$ cat src/rtl/lkhc_pkg.sv
// Package with the constants, register codes and result type of the header cipher.
`timescale 1ns / 1ps

package lkhc_pkg;

  // Keystream generator constants and the reset value of the plain-text limit.
  localparam logic [31:0] LCG_ADD     = 32'h3C6E_F35F;
  localparam logic [31:0] LCG_MULT    = 32'h0019_660D;
  localparam logic [31:0] LIMIT_RESET = 32'd1000000;

  // Register indexes on the configuration port.
  typedef enum logic {
    REG_DIRECTION   = 1'b0,
    REG_PLAIN_LIMIT = 1'b1
  } reg_idx_t;

  // One result beat.
  typedef struct packed {
    logic [31:0] word;
    logic        last;
    logic        enc;
  } res_t;

endpackage

$ cat src/rtl/lcg_keystream_header_cipher.sv
// Top level of the LCG keystream header cipher with its configuration registers.
`timescale 1ns / 1ps

// Header cipher for a stream of 32-bit header words. The word flagged by
// in_start_req carries the header length; it and each further word are XORed with
// the next key of the LCG key = key * 0x0019660D + 0x3C6EF35F, started from zero.
// With direction 0 a first word above plain_limit marks an encrypted header
// (its length is the word XOR 0x3C6EF35F), otherwise words pass unchanged.
// With direction 1 the header is encrypted and its final slot carries the
// word sum XOR the last key. Exactly the counted number of results is
// produced; words outside a header are dropped. Direction and plain_limit are
// sampled at the start word. The block takes one word per clock cycle while
// in_ready is high: the key update (one constant multiply and add) is done in
// the cycle a word is accepted, and a two-entry output buffer lets input
// continue while a result waits to be taken. Result beats leave from a register.
module lcg_keystream_header_cipher (
  input  logic        clk,
  input  logic        rst_n,
  // Input channel
  input  logic        in_valid,
  output logic        in_ready,
  input  logic [31:0] in_word,
  input  logic        in_start_req,
  // Result channel
  output logic        out_valid,
  input  logic        out_ready,
  output logic [31:0] out_word,
  output logic        out_last,
  output logic        out_was_encrypted,
  // Configuration port
  input  logic        psel,
  input  logic        penable,
  input  logic        pwrite,
  input  logic [2:0]  paddr,
  input  logic [31:0] pwdata,
  output logic [31:0] prdata,
  output logic        pready
);

  // Configuration registers
  logic        dir_r;
  logic [31:0] limit_r;

  // Header state
  logic [31:0] key_r,   key_nxt;
  logic [31:0] sum_r,   sum_nxt;
  logic [31:0] left_r,  left_nxt;
  logic        cipher_r, cipher_nxt;
  logic        hdr_r,    hdr_nxt;
  logic        seal_r,   seal_nxt;

  // Output buffer
  logic                 out_valid_r;
  logic                 skid_valid_r;
  lkhc_pkg::res_t       out_r;
  lkhc_pkg::res_t       skid_r;
  lkhc_pkg::res_t       res;

  // Step signals
  logic                 accept;
  logic                 push;
  logic                 pop;
  logic                 cfg_wr;
  lkhc_pkg::reg_idx_t   cfg_idx;
  logic                 above;
  logic [31:0] key_cur;
  logic [31:0] sum_cur;
  logic [31:0] left_cur;
  logic        cipher_cur;
  logic        hdr_cur;
  logic        seal_cur;
  logic [31:0] key_step;

  // Configuration port: writes complete in the access phase, no wait states.
  assign pready  = 1'b1;
  assign cfg_wr  = psel && penable && pwrite;
  assign cfg_idx = lkhc_pkg::reg_idx_t'(paddr[2]);

  always_ff @(posedge clk) begin
    if (!rst_n) begin
      dir_r   <= 1'b0;
      limit_r <= lkhc_pkg::LIMIT_RESET;
    end else if (cfg_wr) begin
      unique case (cfg_idx)
        lkhc_pkg::REG_DIRECTION:   dir_r   <= pwdata[0];
        lkhc_pkg::REG_PLAIN_LIMIT: limit_r <= pwdata;
        default: ;
      endcase
    end
  end

  always_comb begin
    unique case (cfg_idx)
      lkhc_pkg::REG_DIRECTION:   prdata = {31'd0, dir_r};
      lkhc_pkg::REG_PLAIN_LIMIT: prdata = limit_r;
      default:                   prdata = 32'd0;
    endcase
  end

  // Handshake: input stalls only when both buffer entries are full.
  assign in_ready  = !skid_valid_r;
  assign accept    = in_valid && in_ready;
  assign pop       = out_valid_r && out_ready;
  assign out_valid = out_valid_r;

  // A start word restarts the header state; otherwise the registers carry on.
  assign above = in_word > limit_r;

  always_comb begin
    if (in_start_req) begin
      key_cur    = 32'd0;
      sum_cur    = 32'd0;
      seal_cur   = dir_r;
      cipher_cur = dir_r || above;
      left_cur   = (!dir_r && above) ? (in_word ^ lkhc_pkg::LCG_ADD) : in_word;
      hdr_cur    = left_cur != 32'd0;
    end else begin
      key_cur    = key_r;
      sum_cur    = sum_r;
      seal_cur   = seal_r;
      cipher_cur = cipher_r;
      left_cur   = left_r;
      hdr_cur    = hdr_r;
    end
  end

  // Next keystream key, kept to 32 bits.
  assign key_step = 32'(key_cur * lkhc_pkg::LCG_MULT) + lkhc_pkg::LCG_ADD;

  // Transform of one word and the state it leaves behind.
  always_comb begin
    key_nxt    = key_cur;
    sum_nxt    = sum_cur;
    seal_nxt   = seal_cur;
    cipher_nxt = cipher_cur;
    left_nxt   = left_cur;
    hdr_nxt    = hdr_cur;
    res.word   = in_word;
    res.enc    = cipher_cur;
    res.last   = left_cur == 32'd1;
    if (hdr_cur) begin
      if (seal_cur) begin
        if (left_cur > 32'd1) begin
          sum_nxt  = sum_cur + in_word;
          key_nxt  = key_step;
          res.word = in_word ^ key_step;
        end else begin
          // Final slot of a header encrypted with direction 1 carries the checksum.
          res.word = sum_cur ^ key_cur;
        end
      end else if (cipher_cur) begin
        key_nxt  = key_step;
        res.word = in_word ^ key_step;
      end
      left_nxt = left_cur - 32'd1;
      hdr_nxt  = left_cur != 32'd1;
    end
  end

  assign push = accept && hdr_cur;

  // Header state registers.
  always_ff @(posedge clk) begin
    if (!rst_n) begin
      key_r    <= 32'd0;
      sum_r    <= 32'd0;
      left_r   <= 32'd0;
      cipher_r <= 1'b0;
      hdr_r    <= 1'b0;
      seal_r   <= 1'b0;
    end else if (accept) begin
      key_r    <= key_nxt;
      sum_r    <= sum_nxt;
      left_r   <= left_nxt;
      cipher_r <= cipher_nxt;
      hdr_r    <= hdr_nxt;
      seal_r   <= seal_nxt;
    end
  end

  // Output buffer: main register plus one skid entry.
  always_ff @(posedge clk) begin
    if (!rst_n) begin
      out_valid_r  <= 1'b0;
      skid_valid_r <= 1'b0;
    end else if (skid_valid_r) begin
      if (pop) begin
        out_valid_r  <= 1'b1;
        skid_valid_r <= 1'b0;
      end
    end else if (push) begin
      if (!out_valid_r || pop) begin
        out_valid_r <= 1'b1;
      end else begin
        skid_valid_r <= 1'b1;
      end
    end else if (pop) begin
      out_valid_r <= 1'b0;
    end
  end

  always_ff @(posedge clk) begin
    if (skid_valid_r) begin
      if (pop) begin
        out_r <= skid_r;
      end
    end else if (push) begin
      if (!out_valid_r || pop) begin
        out_r <= res;
      end else begin
        skid_r <= res;
      end
    end
  end

  assign out_word          = out_r.word;
  assign out_last          = out_r.last;
  assign out_was_encrypted = out_r.enc;

  // The skid entry is only ever filled behind a waiting result.
  a_skid_behind_out: assert property (@(posedge clk) disable iff (!rst_n)
    skid_valid_r |-> out_valid_r)
    else $error("skid entry full while output register empty");

  // A header in progress always owes at least one result.
  a_hdr_owes: assert property (@(posedge clk) disable iff (!rst_n)
    hdr_r |-> (left_r != 32'd0))
    else $error("header open with no words left");

  // An encrypting header always applies the keystream.
  a_seal_cipher: assert property (@(posedge clk) disable iff (!rst_n)
    (hdr_r && seal_r) |-> cipher_r)
    else $error("encrypt header without keystream");

  // A dropped word leaves the buffer occupancy untouched.
  a_drop_quiet: assert property (@(posedge clk) disable iff (!rst_n)
    (accept && !hdr_cur && !pop) |=> (out_valid_r == $past(out_valid_r)))
    else $error("dropped word produced a result");

endmodule
$ cat config.mk
export PLATFORM = sky130hd
export DESIGN_NAME = lcg_keystream_header_cipher
export DESIGN_NICKNAME = d
export VERILOG_FILES = /design/src/rtl/lkhc_pkg.sv /design/src/rtl/lcg_keystream_header_cipher.sv
export SDC_FILE = /design/constraint.sdc
export NUM_CORES = 1
export LEC_CHECK = 0
export BUFFER_PORTS_ARGS = -buffer_cell sky130_fd_sc_hd__buf_2
export CORE_UTILIZATION = 60
export DETAILED_ROUTE_END_ITERATION = 10
export PLACE_DENSITY_LB_ADDON = 0.25
export SLEW_MARGIN = 15
export SYNTH_ARGS = -nofsm -noshare
export SYNTH_HDL_FRONTEND = slang
export SYNTH_SLANG_ARGS = --single-unit
export TNS_END_PERCENT = 20
$ cat constraint.sdc
create_clock -name clk -period 14.85 [get_ports clk]
set_input_delay 0 -clock clk [delete_from_list [all_inputs] [get_ports clk]]
set_output_delay 0 -clock clk [all_outputs]
set_load 0.01 [all_outputs]
==> After elaboration in Yosys (flattened, before gate mapping) <==
Cells that the tools add are included.
{ "word_totals": {"in_bits": 75, "elab_cells": 86, "ff_bits": 202, "output_inout_bits": 69} }
{ "op_classes": {"n_bitwise": 6, "magnitude_cmp": 2, "n_reduce_logical": 20, "n_addsub": 3, "n_mul": 1, "eq_ne": 4, "mux": 34} }
{ "ops": {"columns": ["cell", "count"], "rows": [
  ["32-bit 2-to-1 mux", 15],
  ["34-bit 2-to-1 mux", 4],
  ["32-bit one-hot mux with 2 select lines", 1],
  ["32-bit XOR", 2],
  ["32-bit by 30-bit adder with 32-bit output, second input constant", 1],
  ["32-bit adder", 1],
  ["32-bit by 1-bit equality test with 1-bit output, second input constant", 1],
  ["32-bit by 1-bit greater-than comparator with 1-bit output, second input constant", 1],
  ["32-bit greater-than comparator", 1],
  ["32-bit by 21-bit multiplier with 32-bit output, second input constant", 1],
  ["32-bit by 1-bit != test with 1-bit output, second input constant", 1],
  ["32-bit nonzero test", 1],
  ["32-bit by 1-bit subtractor with 32-bit output, second input constant", 1],
  ["30-bit 2-to-1 mux", 1],
  ["21-bit NOT", 1],
  ["1-bit 2-to-1 mux", 13],
  ["3-bit AND reduction", 3],
  ["1-bit logical AND", 6],
  ["2-bit nonzero test", 3],
  ["2-bit AND reduction", 2],
  ["1-bit logical NOT", 3],
  ["3-bit by 2-bit != test with 1-bit output, second input constant", 1],
  ["1-bit NOT", 3],
  ["1-bit logical OR", 2],
  ["2-bit by 1-bit != test with 1-bit output, second input constant", 1]
]} }

==> Logic depth before layout (Yosys ltp) <==
Gate-level depths: netlist of the first run.
{ "depth": {"depth_word": 11, "depth_mapped": 32} }

==> Worst setup path before layout of the first run <==
OpenSTA, ideal clock, no wires.
{ "synth_timing": {"path_kind": "in2reg", "from": "input port in_start_req", "to": "register out_r (netlist bit out_word[30]), data pin", "slack_ns": 6.931, "t_required_ns": 14.588, "t_arrival_ns": 7.656, "stages": 31, "cell_sequence": "clkbuf_1 buf_1 clkbuf_1 clkbuf_1 clkbuf_1 buf_1 clkbuf_1 nor2b_1 ha_1 ha_1 inv_1 fa_1 fa_1 inv_1 fa_1 fa_1 inv_1 fa_1 inv_1 ha_1 nand2_1 nor3_1 nand3_1 a21oi_1 nor4_1 o31ai_1 nand2_1 a311oi_1 or4_1 o211ai_2 mux2_1"} }
{ "synth_lines": {"columns": ["item", "line_no", "text"], "rows": [
  ["start: declaration", "lcg_keystream_header_cipher.sv:23", "input logic in_start_req,"],
  ["end signal: assignment", "lcg_keystream_header_cipher.sv:205", "out_r <= skid_r;"],
  ["end signal: assignment", "lcg_keystream_header_cipher.sv:209", "out_r <= res;"],
  ["end: declaration", "lcg_keystream_header_cipher.sv:55", "lkhc_pkg::res_t out_r;"]
]} }

==> key figures, run 1 <==
Synth
  • Synth Area in Compound Gates: 19.9%
  • Ys flop type: dfxtp_1
  • Post-synthesis async set-or-reset flop share: 0%
  • Yosys warning count: 0
  • Synth Area in XOR/XNOR: 5.57%
  • Register area share after synthesis: 22.4%
  • Post-Syn Area per Cell: ~8.5 µm²
  • Simple-gate share of the synthesized area: roughly 16%
  • #FFs+latches synth: 202
  • Netlist Area Pre-Place: 21100 µm²
  • Unique cell type count in the Yosys netlist: a little under 100
  • Largest family of logic cells by synthesized area: adder cells
  • Portion of netlist area occupied by mux cells: about 2.0%
  • Post-synth EDFFs: 68
  • Syn nets: just under 3000
  • Syn Inst Count: 2487
  • Adder-Cell Fraction of Synth Area: a little over a quarter

Placed design
  • RePlAce Congestion: ~1
  • I/O Buffers: between 100 and 150
  • Detailed Place HPWL: between 50000 and 60000 µm
  • Placed Area: ~22000 µm²

Worst setup path
  • RR Startpoint: key_r[3]
  • Startpoint types: flip-flop
  • R2R cell count: 24
  • Crit Path Category: flip-flop to flip-flop
  • Reg-to-reg endpoint: out_word[30]
  • WP data required: between 15 and 20 ns
  • Flop-to-flop setup slack: about 7.0 ns
  • Critical path arrival: around 8 ns
  • Crit end category: flip-flop
  • Crit-path max FO: 6

Power and ir drop
  • Pwr Density: 124 nW/µm²
  • Max VDD drop: around 110 µV
  • Static Leak: between 0.01 and 0.015 µW

Timing
  • Slew headroom: 27.9%
  • Setup TNS: 0 ns
  • Fmax: around 0.13 GHz
  • Fin. Hold Viols: 0
  • RSZ-0062 raised after global routing: no
  • Worst-Margin Slew: roughly 1.1 ns
  • Hold slack: around 0.026 ns
  • Period minus WS final: around 7.9 ns
  • Final Cycle Share: 53.1%
  • Final Skew: 0.0177 ns
  • Slew Viols, Final: 0
  • Setup violators final: 0

Global routing
  • First-pass GRT wire length: ~110000 µm
  • Largest net degree at the start of global routing: 63
  • Gr ovfl total: 0
  • GRT Total Usage: roughly 38%
  • Initial antenna violation count: 5
  • Vias in the first global route: 19100

Route
  • Post-route ant nets: 0
  • DR WL/cell: approximately 22 µm
  • DR iter-0 viols: 2303
  • Drt via density: approximately 6.4
  • Drt drc: 0
  • Total routed wirelength: approximately 68000 µm
  • DRT Pass-1 Iters: 8
  • Number of vias in the routed layout: about 20000

Finish
  • Fin nets: about 3000
  • Fin area: between 20000 and 25000 µm²
  • Share of post-route cells with drive strength above 1: 9.92%
  • Antenna fix cells: 0
  • Area Overhead vs Synth: 9.73%

Clock network
  • CTS Hold Bufs: 39
  • Clock Sinks: approximately 200
  • CTS tree: done
  • Setup bufs post-CTS: 0
  • Skew-Pair Late Insertion Delay: 0.52 ns
  • Clock Tree Buf Depth: 3
  • Clock buffer count from CTS: 23
  • Clk slew on worst S/H paths: approximately 0.060 ns
  • Htree depth: 1
  • Clock root buffer: clkbuf_16
  • Post-CTS sizing: 0

Status
  • Outcome: complete, no violations

Worst hold path
  • Worst Hold End: skid_r[20]
  • Worst hold path type: input port to flip-flop
  • Hold path start: in_word[18]
  • Hold Path Stages: 3

Floorplanning
  • Core Area: around 35000 µm²
  • Die Ht: around 190 µm
  • Placement Rows: slightly below 70
  • Die X: around 190 µm
  • I/O pin total: 144
  • Initial Utilization: 61.0%
  • DIE AREA: 35900 µm²

Job
  • Max Cap Viol: 0
==> worst max path at each step <==
stage / start / end / slack (ns) / depth (start not counted)
after floorplan: in_start_req / out_word[30] / 6.93 / 31
after global placement: in_start_req / out_word[30] / 7.05 / 28
after detailed placement: in_start_req / out_word[30] / 6.96 / 28
after CTS: key_r[3] / out_word[30] / 7.12 / 24
after global routing: key_r[3] / out_word[30] / 6.69 / 24
final: key_r[3] / out_word[30] / 6.96 / 24
==> sequential cells by signal, indices dropped and copies added, names as in the netlist <==
name and cells:
sum_r 32, skid_valid_r 1, out_word 32, out_was_encrypted 1
key_r 32, hdr_r 1, skid_r 34, limit_r 32
cipher_r 1, out_valid 1, left_r 32, out_last 1
seal_r 1, dir_r 1
==> cell usage after synthesis (7+ instances only) <==
cell	instances	area share [%]
buf_2	14	0.33
dfxtp_1	134	13
a31oi_1	22	0.65
a21o_1	30	1.1
a21oi_1	167	4.0
mux2i_1	26	1.2
nor2b_1	63	1.9
a31o_2	7	0.29
a211oi_1	26	0.93
nand2b_1	12	0.36
nand2_1	230	4.1
edfxtp_1	68	9.7
and3_1	15	0.45
o2bb2ai_1	8	0.33
a211o_1	13	0.54
and2_1	8	0.24
buf_1	14	0.25
nor2_1	201	3.6
xor2_1	31	1.3
mux2_2	13	0.69
o21ai_0	98	2.3
nor4_1	21	0.62
xnor2_1	103	4.3
a22o_1	46	1.9
nand4_1	17	0.50
a221oi_1	7	0.29
or2_2	7	0.21
o31a_1	8	0.33
or4_1	10	0.36
or3_1	16	0.48
o31ai_1	15	0.53
inv_1	301	5.4
nor3_1	44	1.0
o21a_1	19	0.68
o221ai_1	10	0.42
ha_1	223	13
o211ai_1	19	0.68
o22ai_1	12	0.36
nand3_1	50	1.2
fa_1	136	13
clkbuf_1	87	1.6
==> routing by layer <==
layer | part of all wire, % | up-vias | track usage (%) | routed length, µm
li1 | - | 8841 | - | -
met1 | 41 | 9310 | 52.1 | 27500
met2 | 44 | 1172 | 58.1 | 29600
met3 | 12 | 195 | 7.30 | 7890
met4 | 4.0 | 2 | 13.7 | 2710
met5 | 0.028 | - | 0 | 19
==> worst max-delay path, stage by stage (launching register included) <==
cell and delay, ns:
dfxtp_1 0.58, nor2b_1 0.47, inv_1 0.10, ha_1 0.33
inv_1 0.07, fa_1 0.57, fa_1 0.45, fa_1 0.51
inv_1 0.06, fa_1 0.47, inv_1 0.05, fa_1 0.51
fa_1 0.42, ha_1 0.38, nand2_1 0.10, nor3_1 0.25
nand3_1 0.12, a21oi_1 0.27, nor4_1 0.13, o31ai_1 0.48
nand2_1 0.10, a311oi_1 0.58, or4_1 0.22, o211ai_2 0.09
mux2_1 0.32
==> where the power goes <==
group	leakage (µW)	internal, µW	switching [µW]
registers	0.00172	636	36.8
logic	0.00849	630	989
clock network	0.000367	329	241
==> layout by cell type, fill, tap and decap left out, types with 8 or more instances in the layout <==
cell type | Yosys | layout
xnor2_1 | 103 | 103
nor3_1 | 44 | 44
ha_1 | 223 | 223
nand2b_1 | 12 | 12
a211o_1 | 13 | 13
a21oi_1 | 167 | 165
edfxtp_1 | 68 | 68
or3_1 | 16 | 16
a22o_1 | 46 | 46
o22ai_1 | 12 | 12
nand4_1 | 17 | 17
o221ai_1 | 10 | 10
nor2b_1 | 63 | 62
mux2i_1 | 26 | 26
nor4_1 | 21 | 21
o2bb2ai_1 | 8 | 8
fa_1 | 136 | 136
o31a_1 | 8 | 8
dfxtp_1 | 134 | 134
clkbuf_16 | 0 | 23
o21a_1 | 19 | 19
a31oi_1 | 22 | 22
o211ai_1 | 19 | 19
and3_1 | 15 | 15
nand2_1 | 230 | 230
nor2_1 | 201 | 199
mux2_2 | 13 | 13
o21ai_0 | 98 | 98
xor2_1 | 31 | 31
inv_1 | 301 | 300
a21o_1 | 30 | 30
or4_1 | 10 | 10
a211oi_1 | 26 | 26
o31ai_1 | 15 | 15
and2_1 | 8 | 8
nand3_1 | 50 | 50
buf_2 | 14 | 139
dlygate4sd3_1 | 0 | 39
buf_4 | 5 | 19
==> cell type report <==
cell class | instances | area [µm²]
clock buffer | 27 | 611
clock inverter | 14 | 126
fill | 2832 | 11400
inverter | 304 | 1140
multi-input combinational | 1857 | 14700
sequential | 202 | 4720
tap | 455 | 569
timing repair buffer | 197 | 1230
==> cells by family (layout without fill, tap and decap cells) <==
family,Yosys count,count (layout)
AOI/OAI and AO/OA,604,604
xor gates and xnor gates,134,134
adders and majority gates,359,359
buffers and inverters,428,542
DFF,202,202
muxes,41,41
other,1,1
and+or+nand+nor,718,718
==> per-stage QoR <==
stage | total power [µW] | cells | setup WS [ns] | utilization, %
final | 2860 | 3056 | 6.96 | 66.9
after global routing | 3050 | 3056 | 6.69 | 66.9
after CTS | 2830 | 3056 | 7.12 | 66.9
after detailed placement | 2250 | 2976 | 6.96 | 63.7
after global placement | 2190 | 2976 | 7.05 | 63.7
after floorplan | 1820 | 2487 | 6.93 | -
Power figures use the tool's default switching activity.
==> run 2: changes to the inputs <==
Clock period 14.85 ns to 8.18 ns, I/O delays scaled along.
==> run 2 against run 1 <==
Critical path depth unchanged. Die area did not move. Register-to-register slack worse by 6.4 ns. Count of clock-buffer cells in the layout grew 6. Largest power group unchanged. Setup slack lost 6.4 ns. Sequential power increased by 81%. First-iteration DRC count is 6.5% higher. Global-route usage grew 0.81 points. Largest cell class unchanged.
==> key figures, run 2 (synthesis results as in run 1) <==
Status
  • Outcome: complete, no violations

Clock network
  • Post-CTS sizing: 0 (unchanged)
  • CTS tree: done
  • Setup bufs post-CTS: 0 (unchanged)
  • Clock Sinks: 202 (unchanged)
  • Clock buffer count from CTS: 24 (+4.3%)
  • Clock root buffer: clkbuf_16
  • CTS Hold Bufs: 37 (-5.1%)
  • Htree depth: 1 (unchanged)
  • Clock Tree Buf Depth: 3 (unchanged)
  • Skew-Pair Late Insertion Delay: 0.53 ns (about the same)
  • Clk slew on worst S/H paths: 0.07 ns (about the same)

Placed design
  • RePlAce Congestion: 0.957 (-2.7%)
  • I/O Buffers: 140 (unchanged)
  • Detailed Place HPWL: 51800 µm (+2.7%)
  • Place WS: 0.651 ns (-6.31 ns)

Timing
  • Slew headroom: 23.0% (-4.9 points)
  • Fmax: 0.131 GHz (+3.3%)
  • Setup TNS: 0 ns (unchanged)
  • Slew Viols, Final: 0 (unchanged)
  • Setup violators final: 0 (unchanged)
  • Fin worst setup slack: 0.540 ns (-6.42 ns)
  • Period minus WS final: 7.64 ns (-0.252 ns)
  • Fin. Hold Viols: 0 (unchanged)
  • Final Cycle Share: 93.4% (+40 points)
  • Final Skew: 0.00980 ns (-0.00785 ns)
  • Worst-Margin Slew: 1.16 ns (+0.0826 ns)
  • RSZ-0062 raised after global routing: no

Global routing
  • Routing usage on met2: 58.0% (-0.14 points)
  • GRT met3 Usage: 6.67% (-0.63 points)
  • GRT Total Usage: 38.4% (+0.81 points)
  • Met1 Resource Use GR: 54.5% (+2.4 points)
  • Grt peak-use layer: met2
  • Largest net degree at the start of global routing: 54 (-14%)
  • Vias in the first global route: 19000 (-0.65%)
  • Gr ovfl total: 0 (unchanged)
  • First-pass GRT wire length: 107000 µm (+1.5%)
  • Initial antenna violation count: 2 (-3)

Route
  • Drt drc: 0 (unchanged)
  • Number of vias in the routed layout: 19500 (+0.072%)
  • DRT Pass-1 Iters: 6 (-2)
  • DR iter-0 viols: 2453 (+6.5%)
  • DR WL/cell: 22.6 µm (+1.8%)
  • Drt via density: 6.38 (-0.16%)
  • Post-route ant nets: 0 (unchanged)
  • Total routed wirelength: 69100 µm (+2.1%)

Finish
  • Fill count: 2875 (+1.5%)
  • Fin nets: 3022 (+0.099%)
  • Most flops, register: skid_r
  • Most frequent cells in the layout: inv_1, nand2_1, ha_1
  • Multi-input logic area: 14700 µm² (about the same)
  • Area Overhead vs Synth: 10.2%
  • Share of post-route cells with drive strength above 1: 10.4% (+0.44 points)
  • Max reg flops: 34 (unchanged)
  • Most common cell after layout, fill and taps aside: inv_1
  • Storage element area: 4720 µm² (unchanged)

Floorplanning
  • Die X: 189 µm (unchanged)
  • Die Ht: 189 µm (unchanged)
  • I/O pin total: 144 (unchanged)
  • DIE AREA: 35900 µm² (unchanged)
  • Initial Utilization: 61.0% (unchanged)
  • Placement Rows: 68 (unchanged)
  • Core Area: 34500 µm² (unchanged)

Worst hold path
  • Worst hold path type: input port to flip-flop

Worst setup path
  • WP data required: 8.46 ns (-6.65 ns)
  • Crit end category: flip-flop
  • Startpoint types: flip-flop
  • Critical path arrival: 7.92 ns (-0.24 ns)
  • Crit-path max FO: 6 (unchanged)
  • Crit Path Category: flip-flop to flip-flop

Job
  • Max Cap Viol: 0 (unchanged)

Power and ir drop
  • Pwr Density: 228 nW/µm² (+84%)
  • Max VDD drop: 249 µV (+130%)
  • Static Leak: 0.0106 µW (+0.50%)
[run 2: changes by cell type in the layout (fill, tap and decap cells not counted), sizes merged, moves of 2 or more]
| cell | change |
|---|---|
| dlygate4sd3 | -2 |
| clkbuf | +6 |
| buf | +4 |
| clkinv | -2 |
| diode | +2 |
[run 2: cell type report]
class                      count  share of cell area, %
multi-input combinational   1857                   63.4
sequential                   202                   20.3
timing repair buffer         199                   5.33
inverter                     304                   4.91
clock buffer                  33                   3.13
tap                          455                   2.45
clock inverter                11                  0.404
antenna                        2                 0.0216
[run 2: metrics by stage]
| stage | util (%) | power (µW) | cells | area, µm² | hold WS (ns) |
|---|---|---|---|---|---|
| 6_report | 67.2 | 5280 | 3063 | 23200 | 0.0296 |
| 5_1_grt | 67.2 | 5630 | 3061 | 23200 | 0.0306 |
| 4_1_cts | 67.2 | 5210 | 3061 | 23200 | 0.00209 |
| 3_5_place_dp | 63.7 | 4100 | 2980 | 22000 | 0.230 |
| 3_3_place_gp | 63.7 | 4020 | 2980 | 22000 | 0.206 |
| 2_1_floorplan | - | 3300 | 2487 | 21100 | 0.100 |
[run 2: worst paths after layout]
| check | startpoint | to | slack, ns | cells past startpoint |
|---|---|---|---|---|
| min reg2reg | limit_r[10] | limit_r[10] | 0.46 | 2 |
| max | key_r[3] | out_word[30] | 0.54 | 24 |
| max reg2reg | key_r[3] | out_word[30] | 0.54 | 24 |
| min | in_word[28] | skid_r[30] | 0.03 | 3 |
[run 2: layer usage]
layer	vias up	share of wire, %
met5	-	0
met4	0	4.2
met3	210	11
met2	1208	42
met1	9270	42
li1	8846	-
[run 2: power by group]
| part | switching (µW) | internal [µW] |
|---|---|---|
| Clock | 455 | 655 |
| Combinational | 1810 | 1140 |
| Sequential | 68.6 | 1150 |
| Total | 2330 | 2950 |
[run 2: critical path: stages, from the launching register on]
cell      delay, ns
dfxtp_1        0.49
nor2b_1        0.46
inv_1          0.09
ha_1           0.32
inv_1          0.06
fa_1           0.55
fa_1           0.44
fa_1           0.52
inv_1          0.06
fa_1           0.47
inv_1          0.06
fa_1           0.49
fa_1           0.42
ha_1           0.38
nand2_1        0.09
nor3_1         0.28
nand3_1        0.12
a21oi_1        0.20
nor4_1         0.11
o31ai_1        0.46
nand2_1        0.10
a311oi_1       0.60
or4_1          0.22
o211ai_2       0.09
mux2_1         0.32
